===== src/rtl/dad_pkg.sv =====
`timescale 1ns / 1ps
// ----------------------------------------------------------------------------
// Drive activity detector package
// Field widths, register indexes, reset values and the per-drive status type.
// ----------------------------------------------------------------------------
package dad_pkg;

   localparam int PORT_W      = 8;
   localparam int NOW_W       = 64;
   localparam int REPORT_W    = 2;
   localparam int MASK_W      = 4;
   localparam int COUNT_W     = 32;
   localparam int PIN_W       = 3;
   localparam int PIN_MAP_W   = 12;
   localparam int CSR_DATA_W  = 12;
   localparam int CSR_INDEX_W = 1;

   localparam logic [PIN_MAP_W-1:0]   PIN_MAP_RESET    = 12'd1672;
   localparam logic [CSR_INDEX_W-1:0] CSR_PIN_MAP      = 1'd0;
   localparam logic [CSR_INDEX_W-1:0] CSR_ACTIVE_LEVEL = 1'd1;

   typedef struct packed {
      logic               active;
      logic [COUNT_W-1:0] edge_count;
      logic [NOW_W-1:0]   last_time;
   } dad_lane_status_type;

endpackage


===== src/rtl/dad_if.sv =====
`timescale 1ns / 1ps
// ----------------------------------------------------------------------------
// Drive activity detector channels
// Valid/ready channels for sample items and result items.
// ----------------------------------------------------------------------------
interface dad_req_if;
   import dad_pkg::*;
   logic                valid;
   logic                ready;
   logic [PORT_W-1:0]   port_bits;
   logic [NOW_W-1:0]    now_us;
   logic [REPORT_W-1:0] report_drive;

   modport source (output valid, port_bits, now_us, report_drive, input ready);
   modport sink   (input valid, port_bits, now_us, report_drive, output ready);
endinterface

interface dad_rsp_if;
   import dad_pkg::*;
   logic               valid;
   logic               ready;
   logic [MASK_W-1:0]  active_mask;
   logic               sel_active;
   logic [COUNT_W-1:0] sel_event_count;
   logic [NOW_W-1:0]   sel_last_active_us;

   modport source (output valid, active_mask, sel_active, sel_event_count,
                   sel_last_active_us, input ready);
   modport sink   (input valid, active_mask, sel_active, sel_event_count,
                   sel_last_active_us, output ready);
endinterface


===== src/rtl/dad_lane.sv =====
`timescale 1ns / 1ps
// ----------------------------------------------------------------------------
// Drive activity lane
// Per-drive sample window, idle run, edge count, last active time and flag.
// ----------------------------------------------------------------------------
module dad_lane #(
   parameter int WINDOW = 25,
   parameter int HOLD   = 50
) (
   input  logic                         clock,
   input  logic                         reset,
   input  logic                         update,
   input  logic                         act,
   input  logic [dad_pkg::NOW_W-1:0]    now_us,
   output dad_pkg::dad_lane_status_type status
);
   import dad_pkg::*;

   localparam int IDLE_W = $clog2(HOLD + 1);

   logic [WINDOW-1:0]  hist_ff, hist_in;
   logic [IDLE_W-1:0]  idle_ff, idle_in;
   logic [COUNT_W-1:0] count_ff, count_in;
   logic [NOW_W-1:0]   time_ff, time_in;
   logic               active_ff, active_in;

   always_comb begin
      hist_in  = (hist_ff << 1) | WINDOW'(act);
      idle_in  = idle_ff;
      count_in = count_ff;
      time_in  = time_ff;
      if (act) begin
         idle_in = '0;
         time_in = now_us;
         if (!hist_ff[0]) begin
            count_in = count_ff + COUNT_W'(1);
         end
      end else if (idle_ff < IDLE_W'(HOLD)) begin
         idle_in = idle_ff + IDLE_W'(1);
      end
      if (hist_in != '0) begin
         active_in = 1'b1;
      end else if (idle_in >= IDLE_W'(HOLD)) begin
         active_in = 1'b0;
      end else begin
         active_in = active_ff;
      end
   end

   always_ff @(posedge clock) begin
      if (reset) begin
         hist_ff   <= '0;
         idle_ff   <= '0;
         count_ff  <= '0;
         time_ff   <= '0;
         active_ff <= 1'b0;
      end else if (update) begin
         hist_ff   <= hist_in;
         idle_ff   <= idle_in;
         count_ff  <= count_in;
         time_ff   <= time_in;
         active_ff <= active_in;
      end
   end

   assign status.active     = active_in;
   assign status.edge_count = count_in;
   assign status.last_time  = time_in;

   a_idle_bound: assert property (@(posedge clock) disable iff (reset)
      idle_ff <= IDLE_W'(HOLD))
      else $error("idle run above hold");

   a_window_active: assert property (@(posedge clock) disable iff (reset)
      hist_ff != '0 |-> active_ff)
      else $error("active sample in window but drive idle");

   a_count_step: assert property (@(posedge clock) disable iff (reset)
      update |-> (count_in == count_ff) || (count_in == count_ff + COUNT_W'(1)))
      else $error("edge count moved by more than one");

endmodule


===== src/rtl/drive_activity_detector_top.sv =====
`timescale 1ns / 1ps
// ----------------------------------------------------------------------------
// Drive activity detector
// Pulse stretcher with hysteresis over per-drive activity pins.
// ----------------------------------------------------------------------------
// Usage:
//   req_chan carries one item per poll: the sampled pin byte, a timestamp
//   and the drive to report. rsp_chan returns one item per request: the
//   active mask and the selected drive's flag, edge count and last active
//   time. csr_we writes pin_map (index 0) or active_level (index 1); write
//   only while no item is in flight.
//   An item goes from the input register to the result register and
//   rsp_chan.valid; one item per cycle is sustained unless rsp_chan stalls,
//   as the per-drive update is a single combinational pass between them.
//   Reset clears all drive state and restores the register defaults.
//   When the receiver stalls, the result register holds and one more item
//   waits in the input register; req_chan.ready then drops.
// ----------------------------------------------------------------------------
module drive_activity_detector_top #(
   parameter int DRIVES = 4,
   parameter int WINDOW = 25,
   parameter int HOLD   = 50
) (
   input  logic                               clock,
   input  logic                               reset,
   dad_req_if.sink                            req_chan,
   dad_rsp_if.source                          rsp_chan,
   input  logic                               csr_we,
   input  logic [dad_pkg::CSR_INDEX_W-1:0]    csr_index,
   input  logic [dad_pkg::CSR_DATA_W-1:0]     csr_wdata
);
   import dad_pkg::*;

   logic [PIN_MAP_W-1:0] pin_map_ff;
   logic                 level_ff;

   logic                in_valid_ff;
   logic [PORT_W-1:0]   port_ff;
   logic [NOW_W-1:0]    now_ff;
   logic [REPORT_W-1:0] report_ff;

   logic               out_valid_ff, out_valid_in;
   logic [MASK_W-1:0]  mask_ff, mask_in;
   logic               sel_active_ff, sel_active_in;
   logic [COUNT_W-1:0] sel_count_ff, sel_count_in;
   logic [NOW_W-1:0]   sel_time_ff, sel_time_in;

   logic                advance;
   logic [DRIVES-1:0]   act;
   dad_lane_status_type status [DRIVES];

   assign advance        = in_valid_ff && (!out_valid_ff || rsp_chan.ready);
   assign req_chan.ready = !in_valid_ff || advance;
   assign out_valid_in   = advance || (out_valid_ff && !rsp_chan.ready);

   always_ff @(posedge clock) begin
      if (reset) begin
         pin_map_ff <= PIN_MAP_RESET;
         level_ff   <= 1'b0;
      end else if (csr_we) begin
         case (csr_index)
            CSR_PIN_MAP: begin
               pin_map_ff <= csr_wdata[PIN_MAP_W-1:0];
            end
            CSR_ACTIVE_LEVEL: begin
               level_ff <= csr_wdata[0];
            end
            default: begin
               pin_map_ff <= pin_map_ff;
            end
         endcase
      end
   end

   always_ff @(posedge clock) begin
      if (reset) begin
         in_valid_ff <= 1'b0;
      end else if (req_chan.ready) begin
         in_valid_ff <= req_chan.valid;
      end
   end

   always_ff @(posedge clock) begin
      if (req_chan.valid && req_chan.ready) begin
         port_ff   <= req_chan.port_bits;
         now_ff    <= req_chan.now_us;
         report_ff <= req_chan.report_drive;
      end
   end

   for (genvar d = 0; d < DRIVES; d++) begin : g_drive
      logic [PIN_W-1:0] pin;
      if (PIN_W * d + PIN_W <= PIN_MAP_W) begin : g_mapped
         assign pin = pin_map_ff[PIN_W*d +: PIN_W];
      end else begin : g_unmapped
         assign pin = '0;
      end
      assign act[d] = (port_ff[pin] == level_ff);

      dad_lane #(
         .WINDOW (WINDOW),
         .HOLD   (HOLD)
      ) u_lane (
         .clock  (clock),
         .reset  (reset),
         .update (advance),
         .act    (act[d]),
         .now_us (now_ff),
         .status (status[d])
      );
   end

   always_comb begin
      mask_in       = '0;
      sel_active_in = 1'b0;
      sel_count_in  = '0;
      sel_time_in   = '0;
      for (int d = 0; d < MASK_W && d < DRIVES; d++) begin
         mask_in[d] = status[d].active;
      end
      for (int d = 0; d < DRIVES; d++) begin
         if (int'(report_ff) == d) begin
            sel_active_in = status[d].active;
            sel_count_in  = status[d].edge_count;
            sel_time_in   = status[d].last_time;
         end
      end
   end

   always_ff @(posedge clock) begin
      if (reset) begin
         out_valid_ff <= 1'b0;
      end else begin
         out_valid_ff <= out_valid_in;
      end
   end

   always_ff @(posedge clock) begin
      if (advance) begin
         mask_ff       <= mask_in;
         sel_active_ff <= sel_active_in;
         sel_count_ff  <= sel_count_in;
         sel_time_ff   <= sel_time_in;
      end
   end

   assign rsp_chan.valid              = out_valid_ff;
   assign rsp_chan.active_mask        = mask_ff;
   assign rsp_chan.sel_active         = sel_active_ff;
   assign rsp_chan.sel_event_count    = sel_count_ff;
   assign rsp_chan.sel_last_active_us = sel_time_ff;

   a_advance_shows: assert property (@(posedge clock) disable iff (reset)
      advance |=> rsp_chan.valid)
      else $error("processed item not presented");

   a_no_drop: assert property (@(posedge clock) disable iff (reset)
      in_valid_ff && !advance |=> in_valid_ff)
      else $error("pending item lost");

   a_sel_in_mask: assert property (@(posedge clock) disable iff (reset)
      rsp_chan.valid && rsp_chan.sel_active |-> rsp_chan.active_mask != '0)
      else $error("selected drive active but mask empty");

endmodule

===== src/flat_wrapper.sv =====
// flat-port wrapper written by rule: the top's interface ports become plain ports
module drive_activity_detector_top_flat import dad_pkg::*;
#(
   parameter int DRIVES = 4,
   parameter int WINDOW = 25,
   parameter int HOLD   = 50
)
  (clock, reset, csr_we, csr_index, csr_wdata, req_chan_valid, req_chan_port_bits, req_chan_now_us, req_chan_report_drive, req_chan_ready, rsp_chan_valid, rsp_chan_active_mask, rsp_chan_sel_active, rsp_chan_sel_event_count, rsp_chan_sel_last_active_us, rsp_chan_ready);
  dad_req_if req_chan_i ();
  dad_rsp_if rsp_chan_i ();
  input  logic clock;
  input  logic reset;
  input  logic csr_we;
  input  logic [dad_pkg::CSR_INDEX_W-1:0] csr_index;
  input  logic [dad_pkg::CSR_DATA_W-1:0] csr_wdata;
  input wire logic [$bits(req_chan_i.valid)-1:0] req_chan_valid;
  input wire logic [$bits(req_chan_i.port_bits)-1:0] req_chan_port_bits;
  input wire logic [$bits(req_chan_i.now_us)-1:0] req_chan_now_us;
  input wire logic [$bits(req_chan_i.report_drive)-1:0] req_chan_report_drive;
  output wire logic [$bits(req_chan_i.ready)-1:0] req_chan_ready;
  output wire logic [$bits(rsp_chan_i.valid)-1:0] rsp_chan_valid;
  output wire logic [$bits(rsp_chan_i.active_mask)-1:0] rsp_chan_active_mask;
  output wire logic [$bits(rsp_chan_i.sel_active)-1:0] rsp_chan_sel_active;
  output wire logic [$bits(rsp_chan_i.sel_event_count)-1:0] rsp_chan_sel_event_count;
  output wire logic [$bits(rsp_chan_i.sel_last_active_us)-1:0] rsp_chan_sel_last_active_us;
  input wire logic [$bits(rsp_chan_i.ready)-1:0] rsp_chan_ready;
  assign req_chan_i.valid = req_chan_valid;
  assign req_chan_i.port_bits = req_chan_port_bits;
  assign req_chan_i.now_us = req_chan_now_us;
  assign req_chan_i.report_drive = req_chan_report_drive;
  assign req_chan_ready = req_chan_i.ready;
  assign rsp_chan_valid = rsp_chan_i.valid;
  assign rsp_chan_active_mask = rsp_chan_i.active_mask;
  assign rsp_chan_sel_active = rsp_chan_i.sel_active;
  assign rsp_chan_sel_event_count = rsp_chan_i.sel_event_count;
  assign rsp_chan_sel_last_active_us = rsp_chan_i.sel_last_active_us;
  assign rsp_chan_i.ready = rsp_chan_ready;
  drive_activity_detector_top #(.DRIVES(DRIVES), .WINDOW(WINDOW), .HOLD(HOLD)) u_core (.clock(clock), .reset(reset), .req_chan(req_chan_i), .rsp_chan(rsp_chan_i), .csr_we(csr_we), .csr_index(csr_index), .csr_wdata(csr_wdata));
endmodule

===== config.mk =====
export PLATFORM = sky130hd
export DESIGN_NAME = drive_activity_detector_top_flat
export DESIGN_NICKNAME = d
export VERILOG_FILES = /design/src/rtl/dad_pkg.sv /design/src/rtl/dad_if.sv /design/src/rtl/dad_lane.sv /design/src/rtl/drive_activity_detector_top.sv /design/src/flat_wrapper.sv
export SDC_FILE = /design/constraint.sdc
export NUM_CORES = 2
export LEC_CHECK = 0
export BUFFER_PORTS_ARGS = -buffer_cell sky130_fd_sc_hd__buf_4
export CORE_AREA = 2 2 250 252
export CTS_CLUSTER_DIAMETER = 50
export CTS_CLUSTER_SIZE = 14
export DETAILED_ROUTE_END_ITERATION = 8
export DIE_AREA = 0 0 252 254
export PLACE_DENSITY = 0.75
export SETUP_SLACK_MARGIN = 0.05
export SLEW_MARGIN = 20
export SYNTH_ARGS = -nofsm -noshare
export SYNTH_HDL_FRONTEND = slang
export SYNTH_HIERARCHICAL = 1
export SYNTH_SLANG_ARGS = --single-unit

===== constraint.sdc =====
create_clock -name clock -period 7.7 [get_ports clock]
set_clock_uncertainty 0.15 [all_clocks]
set_input_delay 0 -clock clock [delete_from_list [all_inputs] [get_ports clock]]
set_output_delay 0 -clock clock [all_outputs]
set_load 0.02 [all_outputs]

==> metrics.txt <==
max_cap viols 0; TritonCTS buffer count 77; register area 15700 µm²; Setup TNS 0 ns; delay-heaviest family, CP simple AND/OR/NAND/NOR gates; antenna-violating nets left 0; Avg WL per Cell between 15 and 20 µm; WS Path Type reg -> reg; Die Y-Extent 254 µm; crit-path cells mux2i_1 -> mux4_2 -> xor2_4 -> buf_4 -> and3b_1 -> nand3_1 -> nor4_1 -> xor2_1 -> mux4_2; measured slew at the worst slew-check pin approximately 1.2 ns; top area cells in the synthesized netlist dfxtp_1, edfxtp_1, mux2_2, nand2_1, mux4_2; Yosys top cell area share 30.7%; # fillers around 4600; Clock H-tree levels 3; all-layer global routing usage 27.3%; Cells after Synth 3467; PD cells 225 nW/µm²; HP Class in -> reg; Async SR Flop Fraction 0%; Layout area overhead 17.8%; clock buffer depth 3; Max VDD drop 0.290 mV; most used cell along the critical path mux4_2; Crit path required time 7.90 ns; list of most frequent post-synthesis cells nand2_1, dfxtp_1, a21oi_1, mux2_2, nor2_1; vias in the first global route 25913; IO Pins 195; row cnt between 90 and 100; vias per cell 5.96; fmax 235 MHz; post-CTS sizing 0; Residual DRC 0; worst setup margin 3.44 ns; clk slew on worst S/H paths roughly 0.060 ns; Slew Viols, Final 0; Post-CTS Setup Bufs 0; largest net degree at the start of global routing 150; root buf cell clkbuf_16; initial DRC count 2315; initial antenna violation count 1; Syn Area/Cell around 10 µm²; die width 252 µm; layout net count 3778; RSZ-0062 raised after global routing false; count of different cell masters after synthesis 53; Post-synth EDFFs 175; yosys warns 6; GR Overflow Total 0; Critical Path Fanout Max 33; pre-CTS WS 3.50 ns; core area 61300 µm²; CTS tree done; ant diodes 0; status completed; WP buf/inv 1; first-pass GRT wire length 140000 µm; Slowest cell on crit path nand3_1; Static Leakage 14.7 nW; clock sinks 698; ratio of cells with drive above 1 in the final layout 20.2%; Util after Layout about two thirds; full die area 64000 µm²; Final Power 9.05 mW; final hold violations 0; Mapped Area 34100 µm²; # setup viols final 0; post-synthesis sequential area ratio 46.1%; Multi-input gate area ~17000 µm²; via count 27012; first drt pass iteration count 5; Post-Route WL around 90000 µm; # port buffers 194; Initial Util 55.7%; Rel. slew slack between 10% and 20%; top-count cell post-synth nand2_1; GPL Wtd Cong 0.849; Most used DFF post-synth dfxtp_1; minimum clock period 4.26 ns; Clk Latency, worst-skew pair 0.62 ns; Synth area leader dfxtp_1; Crit. End Element register; Mapped Nets about 3600; Detail Placement HPWL 49600 µm; critical path's largest stage delay 0.64 ns; Yosys reg bits 698; period utilization 55.3%; Arr. time, crit path 4.46 ns; CP Launch Type register
[report_power, final]
| group | total (mW) | internal [mW] | switching [mW] |
|---|---|---|---|
| Clock | 3.84 | 2.23 | 1.61 |
| Sequential | 4.03 | 3.92 | 0.113 |
| Combinational | 1.17 | 0.559 | 0.616 |
| Total | 9.05 | 6.71 | 2.33 |
[timing repair]
action / CTS / global route
setup endpoints to repair: 0 / 0
hold endpoints to repair: 241 / 0
hold buffers: 195 / 0
[metrics by stage]
stage / hold WS [ns] / cells / area [µm²]
2_1_floorplan: -0.0809 / 3467 / 34100
3_3_place_gp: 0.0279 / 4194 / 35600
3_5_place_dp: 0.0293 / 4194 / 35600
4_1_cts: 0.112 / 4529 / 40200
5_1_grt: 0.210 / 4529 / 40200
6_report: 0.168 / 4529 / 40200
[layout make-up]
| class | count | share of cell area, % |
|---|---|---|
| sequential | 698 | 39.1 |
| clock inverter | 45 | 1.33 |
| clock buffer | 95 | 5.19 |
| tap | 790 | 2.46 |
| multi-input combinational | 2462 | 42.6 |
| timing repair buffer | 418 | 9.10 |
| inverter | 21 | 0.196 |
[final timing paths]
check	from	endpoint	slack (ns)	cells past startpoint
hold reg to reg	u_core/g_drive[1].u_lane/time_ff[11]$_SDFFE_PP0P_	u_core/g_drive[1].u_lane/time_ff[11]$_SDFFE_PP0P_	0.30	2
setup reg to reg	u_core/pin_map_ff[4]$_SDFFE_PP0P_	u_core/rsp_chan.sel_event_count[19]$_DFFE_PP_	3.44	9
hold / removal	csr_index	u_core/level_ff$_SDFFE_PP0P_	0.17	4
setup / recovery	u_core/pin_map_ff[4]$_SDFFE_PP0P_	u_core/rsp_chan.sel_event_count[19]$_DFFE_PP_	3.44	9
[cells in the final DEF (no fill, tap or decap), types with 24 or more instances in the layout]
master,n
nor4_1,36
mux4_2,101
nor2b_1,38
mux2i_1,108
mux2_2,264
buf_4,220
mux2_1,28
nor2_1,234
nand2_1,639
xor2_1,108
dlygate4sd3_1,195
nand4_1,52
and3_1,28
clkbuf_16,79
a21oi_1,346
nand3_1,65
dfxtp_1,523
or3_1,24
nor3_1,64
or4_1,36
xnor2_1,60
o31ai_1,32
edfxtp_1,175
o21ai_0,32
[state kept, by name, summed over array words and instances (netlist names)]
signal / count
u_core/now_ff: 64
u_core/in_valid_ff: 1
u_core/rsp_chan.sel_last_active_us: 64
u_core/report_ff: 2
u_core/g_drive.u_lane/time_ff: 256
u_core/g_drive.u_lane/idle_ff: 24
u_core/g_drive.u_lane/count_ff: 128
u_core/port_ff: 8
u_core/rsp_chan.sel_active: 1
u_core/level_ff: 1
u_core/g_drive.u_lane/active_ff: 4
u_core/g_drive.u_lane/hist_ff: 96
u_core/pin_map_ff: 12
u_core/rsp_chan.active_mask: 4
u_core/rsp_chan.sel_event_count: 32
u_core/rsp_chan.valid: 1
[cells by family (layout without fill, tap and decap cells)]
kind of cell | count (synthesis) | in the layout | synth area share (%)
and+or+nand+nor | 1310 | 1310 | 18.1
DFF | 698 | 698 | 46.1
muxes | 501 | 501 | 19.5
AOI/OAI and AO/OA | 471 | 471 | 7.63
buffers and inverters | 307 | 579 | 4.03
xor gates and xnor gates | 172 | 172 | 4.42
adders and majority gates | 8 | 8 | 0.293
[per-layer routing]
layer	GRT usage, %	share of wire (%)
met5	0	0
met4	10.9	3.0
met3	3.66	7.0
met2	45.0	48
met1	36.4	42
[worst register-to-register path: stages, from the launching register on]
cell and delay (ns):
dfxtp_1 0.47, mux2i_1 0.12, mux4_2 0.54, xor2_4 0.17, buf_4 0.43, and3b_1 0.31
nand3_1 0.64, nor4_1 0.60, xor2_1 0.11, mux4_2 0.45
(Power assumes the default switching activity.)
